File: config.mk
export PLATFORM = sky130hd
export DESIGN_NAME = range_sensor_peak_linearizer
export DESIGN_NICKNAME = d
export VERILOG_FILES = /design/src/sv/rspl_pkg.sv /design/src/sv/rspl_sdiv.sv /design/src/sv/range_sensor_peak_linearizer.sv
export SDC_FILE = /design/constraint.sdc
export NUM_CORES = 1
export LEC_CHECK = 0
export BUFFER_PORTS_ARGS = -buffer_cell sky130_fd_sc_hd__buf_2
export CAP_MARGIN = 30
export CORE_MARGIN = 5
export CORE_UTILIZATION = 50
export CTS_CLUSTER_SIZE = 20
export DETAILED_ROUTE_END_ITERATION = 8
export HOLD_SLACK_MARGIN = 0.15
export PLACE_DENSITY = 0.74
export SLEW_MARGIN = 20
export SYNTH_ARGS = -nofsm -noshare
export SYNTH_HDL_FRONTEND = slang
export SYNTH_HIERARCHICAL = 1
export SYNTH_SLANG_ARGS = --single-unit
File: constraint.sdc
create_clock -name clk_i -period 4.95 [get_ports clk_i]
set_clock_uncertainty 0.05 [all_clocks]
set_input_delay 0.2475 -clock clk_i [delete_from_list [all_inputs] [get_ports clk_i]]
set_output_delay 0.2475 -clock clk_i [all_outputs]
set_load 0.005 [all_outputs]
File: src/sv/rspl_pkg.sv
// Shared types, constants and calibration coefficients for the range sensor peak linearizer.
`timescale 1ns / 1ps

package rspl_pkg;

  localparam int READ_W        = 14;
  localparam int COEF_W        = 50;
  localparam int NUM_W         = 63;
  localparam int QUO_W         = 50;
  localparam int REM_W         = 17;
  localparam int DIST_W        = 24;
  localparam int SEG_W         = 2;
  localparam int K_W           = 3;
  localparam int Q_FRAC        = 8;
  localparam int CFG_ADDR_W    = 2;
  localparam int IN_TDATA_W    = 16;
  localparam int OUT_TDATA_W   = 40;
  localparam int OUT_TUSER_W   = 3;
  localparam int WINDOW_LENGTH_DEF = 3;

  localparam logic [REM_W:0] X_SCALE     = 18'd10000;
  localparam logic [REM_W:0] UNIT_PER_CM = 18'd100000;
  localparam logic [NUM_W-1:0] HALF_X    = 63'd5000;
  localparam logic [NUM_W-1:0] HALF_UNIT = 63'd50000;

  localparam logic [QUO_W-1:0] Q8_POS_LIM = 50'd8388607;
  localparam logic [QUO_W-1:0] Q8_NEG_LIM = 50'd8388608;
  localparam logic [DIST_W-1:0] Q8_MAX    = 24'h7FFFFF;
  localparam logic [DIST_W-1:0] Q8_MIN    = 24'h800000;

  localparam logic [READ_W-1:0] LOW_LIMIT_RST  = 14'd506;
  localparam logic [READ_W-1:0] HIGH_LIMIT_RST = 14'd1253;

  localparam logic [CFG_ADDR_W-1:0] CFG_LOW_LIMIT  = 2'd0;
  localparam logic [CFG_ADDR_W-1:0] CFG_HIGH_LIMIT = 2'd1;

  localparam logic [SEG_W-1:0] SEG_CUBIC   = 2'd0;
  localparam logic [SEG_W-1:0] SEG_QUINTIC = 2'd1;
  localparam logic [SEG_W-1:0] SEG_QUAD    = 2'd2;

  typedef struct packed {
    logic start;
    logic wide;
  } rspl_div_req_t;

  typedef struct packed {
    logic busy;
    logic done;
  } rspl_div_rsp_t;

  // Horner coefficients, highest power first, in units of 1e-5 cm
  function automatic logic signed [COEF_W-1:0] coef(input logic [SEG_W-1:0] seg,
                                                   input logic [K_W-1:0] k);
    logic signed [COEF_W-1:0] c;
    c = '0;
    case (seg)
      SEG_CUBIC: begin
        case (k)
          3'd0:    c = -50'sd12023716293000;
          3'd1:    c =  50'sd1721241165700;
          3'd2:    c = -50'sd82796230077;
          3'd3:    c =  50'sd1350000000;
          default: c = '0;
        endcase
      end
      SEG_QUINTIC: begin
        case (k)
          3'd0:    c = -50'sd16303911361000;
          3'd1:    c =  50'sd7959317371300;
          3'd2:    c = -50'sd1547775733300;
          3'd3:    c =  50'sd150551267600;
          3'd4:    c = -50'sd7407566463;
          3'd5:    c =  50'sd153051100;
          default: c = '0;
        endcase
      end
      SEG_QUAD: begin
        case (k)
          3'd0:    c = -50'sd169135570;
          3'd1:    c =  50'sd39972587;
          3'd2:    c = -50'sd347620;
          default: c = '0;
        endcase
      end
      default: c = '0;
    endcase
    return c;
  endfunction

  function automatic logic [K_W-1:0] last_k(input logic [SEG_W-1:0] seg);
    logic [K_W-1:0] r;
    case (seg)
      SEG_CUBIC:   r = 3'd3;
      SEG_QUINTIC: r = 3'd5;
      default:     r = 3'd2;
    endcase
    return r;
  endfunction

endpackage

File: src/sv/rspl_sdiv.sv
// Bit-serial rounding divider by a constant scale (1e4 or 1e5), one quotient bit per cycle.
`timescale 1ns / 1ps

module rspl_sdiv (
  input  logic                          clk_i,
  input  logic                          rst_ni,
  input  rspl_pkg::rspl_div_req_t       req_i,
  input  logic [rspl_pkg::NUM_W-1:0]    num_i,
  output rspl_pkg::rspl_div_rsp_t       rsp_o,
  output logic [rspl_pkg::QUO_W-1:0]    quot_o
);

  localparam int CW = $clog2(rspl_pkg::QUO_W);

  logic                          run_q;
  logic                          done_q;
  logic                          wide_q;
  logic [CW-1:0]                 cnt_q;
  logic [rspl_pkg::REM_W-1:0]    rem_q;
  logic [rspl_pkg::QUO_W-1:0]    shift_q;

  logic [rspl_pkg::NUM_W-1:0]    num_rnd;
  logic [rspl_pkg::REM_W:0]      divisor;
  logic [rspl_pkg::REM_W:0]      trial;
  logic                          fits;

  assign num_rnd = num_i + (req_i.wide ? rspl_pkg::HALF_UNIT : rspl_pkg::HALF_X);
  assign divisor = wide_q ? rspl_pkg::UNIT_PER_CM : rspl_pkg::X_SCALE;
  assign trial   = {rem_q, shift_q[rspl_pkg::QUO_W-1]};
  assign fits    = (trial >= divisor);

  always_ff @(posedge clk_i or negedge rst_ni) begin
    if (!rst_ni) begin
      run_q   <= 1'b0;
      done_q  <= 1'b0;
      wide_q  <= 1'b0;
      cnt_q   <= '0;
      rem_q   <= '0;
      shift_q <= '0;
    end else begin
      done_q <= !req_i.start && run_q && (cnt_q == CW'(rspl_pkg::QUO_W - 1));
      if (req_i.start) begin
        run_q   <= 1'b1;
        wide_q  <= req_i.wide;
        cnt_q   <= '0;
        // top bits stay below either divisor, so they seed the remainder
        rem_q   <= rspl_pkg::REM_W'(num_rnd[rspl_pkg::NUM_W-1:rspl_pkg::QUO_W]);
        shift_q <= num_rnd[rspl_pkg::QUO_W-1:0];
      end else if (run_q) begin
        rem_q   <= fits ? rspl_pkg::REM_W'(trial - divisor) : trial[rspl_pkg::REM_W-1:0];
        shift_q <= {shift_q[rspl_pkg::QUO_W-2:0], fits};
        cnt_q   <= cnt_q + 1'b1;
        if (cnt_q == CW'(rspl_pkg::QUO_W - 1)) begin
          run_q  <= 1'b0;
        end
      end
    end
  end

  assign rsp_o.busy = run_q;
  assign rsp_o.done = done_q;
  assign quot_o     = shift_q;

endmodule

File: src/sv/range_sensor_peak_linearizer.sv
// Top level: reading window, serial peak scan, Horner evaluation and Q15.8 output stage.
//
//   channel  dir  handshake                    contents
//   s_axis   in   s_axis_tvalid_i/tready_o     raw_reading
//   m_axis   out  m_axis_tvalid_o/tready_i     distance_q8, peak_reading | segment, saturated
//   cfg      in   cfg_valid_i/cfg_ready_o      cfg_addr_i register index, cfg_data_i value
//
// An item that completes the window holds input off until its result enters the output
// register: the window is scanned, a segment is chosen and each Horner step runs as a
// shift-add multiply and a pass through the bit-serial divider, before a last divide
// scales the result. Items before the window is full are stored while input stays
// ready. Reset clears control state and loads the limit defaults.
// The result waits in the output register; a stalled output blocks input only
// when a newer result is ready to take its place.
`timescale 1ns / 1ps

module range_sensor_peak_linearizer #(
  parameter int WINDOW_LENGTH = rspl_pkg::WINDOW_LENGTH_DEF
) (
  input  logic                                clk_i,
  input  logic                                rst_ni,
  input  logic                                s_axis_tvalid_i,
  output logic                                s_axis_tready_o,
  input  logic [rspl_pkg::IN_TDATA_W-1:0]     s_axis_tdata_i,   // [13:0] raw_reading
  output logic                                m_axis_tvalid_o,
  input  logic                                m_axis_tready_i,
  output logic [rspl_pkg::OUT_TDATA_W-1:0]    m_axis_tdata_o,   // [23:0] distance_q8, [37:24] peak_reading
  output logic [rspl_pkg::OUT_TUSER_W-1:0]    m_axis_tuser_o,   // [1:0] segment, [2] saturated
  input  logic                                cfg_valid_i,
  output logic                                cfg_ready_o,
  input  logic [rspl_pkg::CFG_ADDR_W-1:0]     cfg_addr_i,
  input  logic [rspl_pkg::READ_W-1:0]         cfg_data_i
);

  localparam int PW = (WINDOW_LENGTH > 1) ? $clog2(WINDOW_LENGTH) : 1;
  localparam int FW = $clog2(WINDOW_LENGTH + 1);
  localparam int MW = $clog2(rspl_pkg::READ_W);

  typedef enum logic [3:0] {
    S_IDLE, S_SCAN, S_SEG, S_MLOAD, S_MUL, S_DSTART, S_DWAIT, S_FLOAD, S_EMIT
  } state_e;

  state_e state_q;

  logic [rspl_pkg::READ_W-1:0]        win_q [WINDOW_LENGTH];
  logic [PW-1:0]                      pos_q;
  logic [FW-1:0]                      fill_q;
  logic [PW-1:0]                      idx_q;
  logic [rspl_pkg::READ_W-1:0]        low_q;
  logic [rspl_pkg::READ_W-1:0]        high_q;
  logic [rspl_pkg::READ_W-1:0]        peak_q;
  logic [rspl_pkg::SEG_W-1:0]         seg_q;
  logic [rspl_pkg::K_W-1:0]           k_q;
  logic                               final_q;
  logic                               neg_q;
  logic signed [rspl_pkg::COEF_W-1:0] t_q;
  logic [rspl_pkg::NUM_W-1:0]         mcand_q;
  logic [rspl_pkg::NUM_W-1:0]         acc_q;
  logic [rspl_pkg::READ_W-1:0]        mplier_q;
  logic [MW-1:0]                      mcnt_q;
  logic [rspl_pkg::DIST_W-1:0]        dist_q;
  logic                               sat_q;

  logic                               out_valid_q;
  logic [rspl_pkg::DIST_W-1:0]        out_dist_q;
  logic [rspl_pkg::READ_W-1:0]        out_peak_q;
  logic [rspl_pkg::SEG_W-1:0]         out_seg_q;
  logic                               out_sat_q;

  logic                               in_xfer;
  logic [rspl_pkg::READ_W-1:0]        reading;
  logic [rspl_pkg::READ_W-1:0]        win_rd;
  logic [rspl_pkg::COEF_W-1:0]        t_abs;
  logic signed [rspl_pkg::COEF_W-1:0] q_signed;
  logic signed [rspl_pkg::COEF_W-1:0] t_next;
  logic                               sat_c;
  logic [rspl_pkg::DIST_W-1:0]        dist_c;

  rspl_pkg::rspl_div_req_t            div_req;
  rspl_pkg::rspl_div_rsp_t            div_rsp;
  logic [rspl_pkg::QUO_W-1:0]         quot;

  assign reading         = s_axis_tdata_i[rspl_pkg::READ_W-1:0];
  assign s_axis_tready_o = (state_q == S_IDLE);
  assign in_xfer         = s_axis_tvalid_i && s_axis_tready_o;
  assign cfg_ready_o     = 1'b1;
  assign win_rd          = win_q[idx_q];

  assign t_abs    = t_q[rspl_pkg::COEF_W-1] ? unsigned'(-t_q) : unsigned'(t_q);
  assign q_signed = neg_q ? -$signed(quot) : $signed(quot);
  assign t_next   = q_signed + rspl_pkg::coef(seg_q, k_q);

  always_comb begin
    sat_c  = 1'b0;
    dist_c = rspl_pkg::DIST_W'(q_signed);
    if (!neg_q && (quot > rspl_pkg::Q8_POS_LIM)) begin
      sat_c  = 1'b1;
      dist_c = rspl_pkg::Q8_MAX;
    end else if (neg_q && (quot > rspl_pkg::Q8_NEG_LIM)) begin
      sat_c  = 1'b1;
      dist_c = rspl_pkg::Q8_MIN;
    end
  end

  assign div_req.start = (state_q == S_DSTART);
  assign div_req.wide  = final_q;

  rspl_sdiv u_sdiv (
    .clk_i  (clk_i),
    .rst_ni (rst_ni),
    .req_i  (div_req),
    .num_i  (acc_q),
    .rsp_o  (div_rsp),
    .quot_o (quot)
  );

  always_ff @(posedge clk_i) begin
    if (in_xfer) begin
      win_q[pos_q] <= reading;
    end
  end

  always_ff @(posedge clk_i or negedge rst_ni) begin
    if (!rst_ni) begin
      state_q     <= S_IDLE;
      pos_q       <= '0;
      fill_q      <= '0;
      idx_q       <= '0;
      low_q       <= rspl_pkg::LOW_LIMIT_RST;
      high_q      <= rspl_pkg::HIGH_LIMIT_RST;
      peak_q      <= '0;
      seg_q       <= rspl_pkg::SEG_CUBIC;
      k_q         <= '0;
      final_q     <= 1'b0;
      neg_q       <= 1'b0;
      t_q         <= '0;
      mcand_q     <= '0;
      acc_q       <= '0;
      mplier_q    <= '0;
      mcnt_q      <= '0;
      dist_q      <= '0;
      sat_q       <= 1'b0;
      out_valid_q <= 1'b0;
      out_dist_q  <= '0;
      out_peak_q  <= '0;
      out_seg_q   <= rspl_pkg::SEG_CUBIC;
      out_sat_q   <= 1'b0;
    end else begin
      if (cfg_valid_i && cfg_ready_o) begin
        if (cfg_addr_i == rspl_pkg::CFG_LOW_LIMIT) begin
          low_q <= cfg_data_i;
        end else if (cfg_addr_i == rspl_pkg::CFG_HIGH_LIMIT) begin
          high_q <= cfg_data_i;
        end
      end

      if (out_valid_q && m_axis_tready_i && (state_q != S_EMIT)) begin
        out_valid_q <= 1'b0;
      end

      case (state_q)
        S_IDLE: begin
          if (in_xfer) begin
            pos_q <= (pos_q == PW'(WINDOW_LENGTH - 1)) ? '0 : pos_q + 1'b1;
            if (fill_q != FW'(WINDOW_LENGTH)) begin
              fill_q <= fill_q + 1'b1;
            end
            if (fill_q >= FW'(WINDOW_LENGTH - 1)) begin
              idx_q   <= '0;
              peak_q  <= '0;
              state_q <= S_SCAN;
            end
          end
        end
        S_SCAN: begin
          if (win_rd > peak_q) begin
            peak_q <= win_rd;
          end
          idx_q <= (idx_q == PW'(WINDOW_LENGTH - 1)) ? '0 : idx_q + 1'b1;
          if (idx_q == PW'(WINDOW_LENGTH - 1)) begin
            state_q <= S_SEG;
          end
        end
        S_SEG: begin
          if (peak_q < low_q) begin
            seg_q <= rspl_pkg::SEG_CUBIC;
            t_q   <= rspl_pkg::coef(rspl_pkg::SEG_CUBIC, '0);
          end else if (peak_q > high_q) begin
            seg_q <= rspl_pkg::SEG_QUAD;
            t_q   <= rspl_pkg::coef(rspl_pkg::SEG_QUAD, '0);
          end else begin
            seg_q <= rspl_pkg::SEG_QUINTIC;
            t_q   <= rspl_pkg::coef(rspl_pkg::SEG_QUINTIC, '0);
          end
          k_q     <= rspl_pkg::K_W'(1);
          final_q <= 1'b0;
          state_q <= S_MLOAD;
        end
        S_MLOAD: begin
          neg_q    <= t_q[rspl_pkg::COEF_W-1];
          mcand_q  <= rspl_pkg::NUM_W'(t_abs);
          acc_q    <= '0;
          mplier_q <= peak_q;
          mcnt_q   <= '0;
          state_q  <= S_MUL;
        end
        S_MUL: begin
          if (mplier_q[0]) begin
            acc_q <= acc_q + mcand_q;
          end
          mcand_q  <= mcand_q << 1;
          mplier_q <= mplier_q >> 1;
          mcnt_q   <= mcnt_q + 1'b1;
          if (mcnt_q == MW'(rspl_pkg::READ_W - 1)) begin
            state_q <= S_DSTART;
          end
        end
        S_DSTART: begin
          state_q <= S_DWAIT;
        end
        S_DWAIT: begin
          if (div_rsp.done) begin
            if (final_q) begin
              dist_q  <= dist_c;
              sat_q   <= sat_c;
              state_q <= S_EMIT;
            end else begin
              t_q <= t_next;
              if (k_q == rspl_pkg::last_k(seg_q)) begin
                state_q <= S_FLOAD;
              end else begin
                k_q     <= k_q + 1'b1;
                state_q <= S_MLOAD;
              end
            end
          end
        end
        S_FLOAD: begin
          neg_q   <= t_q[rspl_pkg::COEF_W-1];
          acc_q   <= rspl_pkg::NUM_W'(t_abs) << rspl_pkg::Q_FRAC;
          final_q <= 1'b1;
          state_q <= S_DSTART;
        end
        S_EMIT: begin
          if (!out_valid_q || m_axis_tready_i) begin
            out_valid_q <= 1'b1;
            out_dist_q  <= dist_q;
            out_peak_q  <= peak_q;
            out_seg_q   <= seg_q;
            out_sat_q   <= sat_q;
            state_q     <= S_IDLE;
          end
        end
        default: state_q <= S_IDLE;
      endcase
    end
  end

  assign m_axis_tvalid_o = out_valid_q;
  assign m_axis_tdata_o  = {2'b00, out_peak_q, out_dist_q};
  assign m_axis_tuser_o  = {out_sat_q, out_seg_q};

  a_no_accept_while_dividing : assert property (@(posedge clk_i) disable iff (!rst_ni)
    div_rsp.busy |-> !s_axis_tready_o)
    else $error("input accepted while divider busy");

  a_sat_at_limit : assert property (@(posedge clk_i) disable iff (!rst_ni)
    (out_valid_q && out_sat_q) |-> (out_dist_q == rspl_pkg::Q8_MAX ||
                                    out_dist_q == rspl_pkg::Q8_MIN))
    else $error("saturated flag without clipped distance");

  a_segment_valid : assert property (@(posedge clk_i) disable iff (!rst_ni)
    out_valid_q |-> (out_seg_q == rspl_pkg::SEG_CUBIC || out_seg_q == rspl_pkg::SEG_QUINTIC ||
                     out_seg_q == rspl_pkg::SEG_QUAD))
    else $error("bad segment code on output");

  a_fill_bound : assert property (@(posedge clk_i) disable iff (!rst_ni)
    (state_q != S_IDLE) |-> (fill_q == FW'(WINDOW_LENGTH)))
    else $error("evaluation started before window full");

endmodule
==> After elaboration in Yosys (flattened, before gate mapping) <==
Memories as Yosys holds them, arrays and structs flattened.
Index checks and enable logic that the tools add are counted.
Widths: inputs -> output; s select.
{ "totals": {"ff_bits": 396, "mem_bits_rw": 42, "input_bits": 37, "out_inout_bits": 46, "wordCells": 183, "mem_count": 1} }
{ "mem_list": {"columns": ["memory", "words", "width", "read_ports", "rd_clocked_by_memory_dff", "write_ports", "line_no", "source"], "rows": [
  ["win_q", 3, 14, 1, 0, 1, "range_sensor_peak_linearizer.sv:45", "logic [rspl_pkg::READ_W-1:0] win_q [WINDOW_LENGTH];"]
]} }
{ "classes": {"add_sub_neg": 12, "n_lt_le_gt_ge": 7, "eq_ne": 33, "mux": 66, "bitwise_logic": 1, "reduce_logical": 34} }
{ "ops": {"columns": ["cell", "n"], "rows": [
  ["$mux 50", 6],
  ["$pmux 50 s3", 2],
  ["$pmux 50 s6", 1],
  ["$pmux 50 s4", 1],
  ["$pmux 63 s3", 1],
  ["$add 63x63->63", 2],
  ["$pmux 63 s2", 1],
  ["$neg 50->50", 2],
  ["$pmux 50 s2", 1],
  ["$mux 44", 2],
  ["$mux 17", 4],
  ["$mux 63", 1],
  ["$pmux 14 s2", 2],
  ["$add 50x50->50", 1],
  ["$gt 50x23->1 const B", 1],
  ["$gt 50x24->1 const B", 1],
  ["$mux 24", 2],
  ["$mux 14", 3],
  ["$pmux 4 s9", 1],
  ["$gt 14x14->1", 2],
  ["$mux 4", 7],
  ["$mux 3", 7],
  ["$ge 18x17->1", 1],
  ["$sub 17x17->17", 1],
  ["other kinds (42)", 100]
]} }

==> Depth between registers and ports, before layout <==
{ "depth": {"word_depth": 10, "depth_mapped": 22, "ltp_nobuf": 22} }

==> Hierarchy <==
Netlist, hierarchy kept.
{ "modules_own_cells": {"columns": ["mod", "instances", "cells_per_inst", "area_each_um2", "seq_area_each_um2"], "rows": [
  ["range_sensor_peak_linearizer", 1, 2802, 24910.1, 9285.2],
  ["rspl_sdiv", 1, 646, 5572.8, 1901.8]
]} }

==> Worst setup path before layout <==
OpenSTA, ideal clock, no wires.
{ "synth_timing": {"kind": "register -> register", "startpoint": "register u_sdiv.shift_q (netlist bit u_sdiv/quot_o[12])", "endpoint": "register t_q[43] (netlist bit)", "setup_ns": 0.126, "t_arrival_ns": 4.837, "required_ns": 4.774, "slack_ns": -0.063, "path_stages_with_launch": 18, "n_path_buf": 0, "synth_period_minus_slack_ns": 5.013, "path_cell_list": "dfrtp_1 nor4_2 inv_1 or3_4 or4b_1 or3_1 or2_2 o41ai_1 xnor2_1 ha_1 a21o_1 a211o_1 or3_1 o31ai_1 o21ai_0 a31oi_1 xnor2_1 a221o_1"} }
{ "synth_via": {"elab_chain_len": 6} }
{ "synth_rtl": {"columns": ["element", "line_no", "source"], "rows": [
  ["from (decl)", "rspl_sdiv.sv:20", "logic [rspl_pkg::QUO_W-1:0] shift_q;"],
  ["from (signal assigned)", "rspl_sdiv.sv:48", "shift_q <= num_rnd[rspl_pkg::QUO_W-1:0];"],
  ["from (signal assigned)", "rspl_sdiv.sv:51", "shift_q <= {shift_q[rspl_pkg::QUO_W-2:0], fits};"],
  ["$neg 50->50", "range_sensor_peak_linearizer.sv:90", "assign q_signed = neg_q ? -$signed(quot) : $signed(quot);"],
  ["$mux 50 (*)", "range_sensor_peak_linearizer.sv:90", null],
  ["$add 50x50->50 (*)", "range_sensor_peak_linearizer.sv:91", "assign t_next = q_signed + rspl_pkg::coef(seg_q, k_q);"],
  ["$mux 50 (*)", "range_sensor_peak_linearizer.sv:223", "if (final_q) begin"],
  ["$mux 50 (*)", "range_sensor_peak_linearizer.sv:222", "if (div_rsp.done) begin"],
  ["$pmux 50 s2 (*)", "range_sensor_peak_linearizer.sv:161", "case (state_q)"],
  ["to (signal assigned)", "range_sensor_peak_linearizer.sv:187", "t_q <= rspl_pkg::coef(rspl_pkg::SEG_CUBIC, '0);"],
  ["to (signal assigned)", "range_sensor_peak_linearizer.sv:190", "t_q <= rspl_pkg::coef(rspl_pkg::SEG_QUAD, '0);"],
  ["to (signal assigned)", "range_sensor_peak_linearizer.sv:228", "t_q <= t_next;"],
  ["to (decl)", "range_sensor_peak_linearizer.sv:56", "logic signed [rspl_pkg::COEF_W-1:0] t_q;"]
]} }
Every way passes the cells marked *; elsewhere a longest branch is shown, timed or not. The select of a mux whose other input is x is not followed.
A chain may end at the register's enable or synchronous reset.

==> Final worst setup path <==
{ "layout_timing": {"startpoint": "register u_sdiv.shift_q (netlist bit u_sdiv/quot_o[14])", "endpoint": "register t_q[43] (netlist bit)"} }
The elaborated chain is that of the path after synthesis.

==> qor.txt <==
die height: 256.9 um
kind of end point of the critical path: flop
first-pass GRT wire length: 146.3 mm
Initial Util: 0.5049
Setup TNS: 0 ns
CP cell instances: nor4_2 -> inv_1 -> or3_4 -> or4b_4 -> or3_4 -> or2_4 -> o41ai_2 -> xnor2_1 -> ha_1 -> a21o_1 -> a211o_1 -> or3_4 -> o31ai_4 -> o21ai_2 -> a31oi_1 -> xnor2_1 -> a221o_1
pin count of the biggest net entering global routing: 130
total chip power: 27.98 mW
row cnt: 90
CTS buffer count: 49
CP startpoint kind: flop
Layout Nets: 3783
M2 GR Usage: 0.4040
Cell Area, Synth: 0.03048 mm^2
Mapped Avg Cell Area: 8.841 um^2
Gate Count Post-Synth: 3447
gr ovfl total: 0
HP Class: primary input to flop
PortBufs: 77
Max FO, Critical Path: 3
dpl cells: 4233
status: finished clean
Vias/cell: 6.287
I/O Pins: 83
Clock Latency Late Sink: 0.61 ns
fin cells: 4386
total core area: 0.06036 mm^2
DRC: 0
setup ws final: 0.06953 ns
vias in the first global route: 25940
Cell Pwr Density: 806.4 mW/mm^2
chip width: 256.9 um
CTS root buf: clkbuf_16
Max Slew Vio Count: 0
CTS sink cnt: 438
full die area: 0.06599 mm^2
gr busiest metal: met1
Placer Congestion: 0.9795
highest clock rate: 204.9 MHz
H-tree depth: 2
final core occ: 0.5749
filler instances: 5261
CTS tree: yes
Most common cell on crit path: or3_4
max-cap violations: 0
min Tclk post-route: 4.880 ns
final WL: 92.68 mm
Tcrit/Tclk final: 0.9860
Clk pin slew, worst setup/hold paths: 0.07 ns
DPL Wire Length: 67.68 mm
synth warn: 6
buffers plus inverters on the worst setup path: 1
GRT met3 Usage: 0.04833
Peak VDD IR: 0.4090 mV
crit-path max cell delay: 0.50 ns
Final ANT Viol Nets: 0
area growth from synthesis to layout: 13.87%
initial antenna violation count: 3
drt first pass iters: 6
WP data required: 5.38 ns
setup violators final: 0
DRT iter0 DRCs: 3061
Place WS: -0.2122 ns
M1 GR Usage: 0.4047
Crit path max-delay family: simple AND/OR/NAND/NOR gates
count of final hold-check violations: 0
Worst Path Arrival: 5.32 ns
leakage power: 15.17 nW
proportion of layout cells with a drive suffix above 1: 0.1263
RSZ-0062 raised after global routing: true
DR vias: 27570
WL/cell: 21.13 um
Critical-path top delay cell: or4b_4
CTS max path bufs: 3
all-layer global routing usage: 0.2702
critical path class: flop to flop
Worst-Margin Slew: 0.9967 ns
slew margin rel.: 0.3348
-- layer usage --
layer | up-vias | wire length [um]
met5 | - | 41
met4 | 6 | 2677
met3 | 183 | 8306
met2 | 1192 | 39760
met1 | 13260 | 41890
li1 | 12930 | -
-- worst paths after layout --
kind	depth (start not counted)	end	slack, ns	startpoint
max in group asynchronous	3	acc_q[62]	3.32	rst_ni
min	4	low_q[8]	0.17	cfg_addr_i[1]
max	17	t_q[43]	0.07	u_sdiv/quot_o[14]
min in group asynchronous	2	out_dist_q[8]	0.28	rst_ni
max reg2reg	17	t_q[43]	0.07	u_sdiv/quot_o[14]
min reg2reg	2	out_peak_q[11]	0.43	out_peak_q[11]
-- registers in the layout, indices dropped and copies added (netlist names), 2 cells and up --
register / count
mplier_q: 14
u_sdiv/quot_o: 50
dist_q: 24
u_sdiv/rem_q: 17
out_dist_q: 24
fill_q: 2
high_q: 14
u_sdiv/cnt_q: 6
out_seg_q: 2
mcand_q: 63
mcnt_q: 4
peak_q: 14
k_q: 3
state_q: 4
idx_q: 2
acc_q: 63
out_peak_q: 14
low_q: 14
t_q: 50
win_q: 42
seg_q: 2
pos_q: 2
-- stage by stage --
step | instance area (um^2) | hold WS, ns
2_1_floorplan | 30480 | -0.09809
3_3_place_gp | 32130 | 0.3500
3_5_place_dp | 32190 | 0.3574
4_1_cts | 34450 | 0.1505
5_1_grt | 34700 | 0.2168
6_report | 34700 | 0.1743
-- what timing repair did --
| item | in CTS | in global routing |
|---|---|---|
| cloned | 0 | 0 |
| endpoints found under the hold margin | 195 | 0 |
| pin swaps | 4 | 21 |
| resized for setup | 8 | 41 |
| hold buffers | 48 | 0 |
| endpoints found under the setup margin | 6 | 15 |
| setup buffers | 1 | 10 |
-- cells in the final DEF (no fill, tap or decap), types with 17 or more instances in the layout --
cell type	count
dfrtp_1	381
nand2_1	343
o21ai_0	292
a21oi_1	233
nor2_1	216
ha_1	175
xnor2_1	160
buf_4	132
xor2_1	96
inv_1	91
a21o_1	88
nand3_1	83
buf_2	76
nor2b_1	71
a211oi_1	69
a22oi_1	65
nand4_1	52
clkbuf_16	49
dlygate4sd3_1	48
mux2_2	47
o21a_1	46
edfxtp_1	42
mux2i_1	40
o31ai_1	36
nor3_1	36
nand2b_1	35
o221ai_1	31
and3_1	29
a21boi_0	28
o22a_1	28
nor4_1	26
a22o_1	26
a31oi_1	25
o21bai_1	25
or3_1	23
o211ai_1	21
a221oi_1	19
or4_1	17
clkbuf_8	17
-- worst register-to-register path, cell delays in order (launching register included) --
cell     delay, ns
dfrtp_1       0.39
nor4_2        0.26
inv_1         0.09
or3_4         0.35
or4b_4        0.50
or3_4         0.36
or2_4         0.24
o41ai_2       0.23
xnor2_1       0.21
ha_1          0.31
a21o_1        0.18
a211o_1       0.30
or3_4         0.34
o31ai_4       0.25
o21ai_2       0.14
a31oi_1       0.17
xnor2_1       0.08
a221o_1       0.31
-- where the power goes --
part / internal, mW / switching (mW)
clock network: 2.31 / 1.58
registers: 4.69 / 1.54
logic: 7.22 / 10.6
-- layout make-up --
cell class	count	area (um^2)	area share
repair buffers	269	2042	0.05884
flip-flops and latches	438	11190	0.3225
clock inverters	15	229.0	0.006598
inverters	92	345.3	0.009951
clock buffers	76	1501	0.04327
multi-input cells	2713	18410	0.5306
diodes	1	2.502	0.00007211
well taps	782	978.4	0.02820
Power figures use the tool's default switching activity.
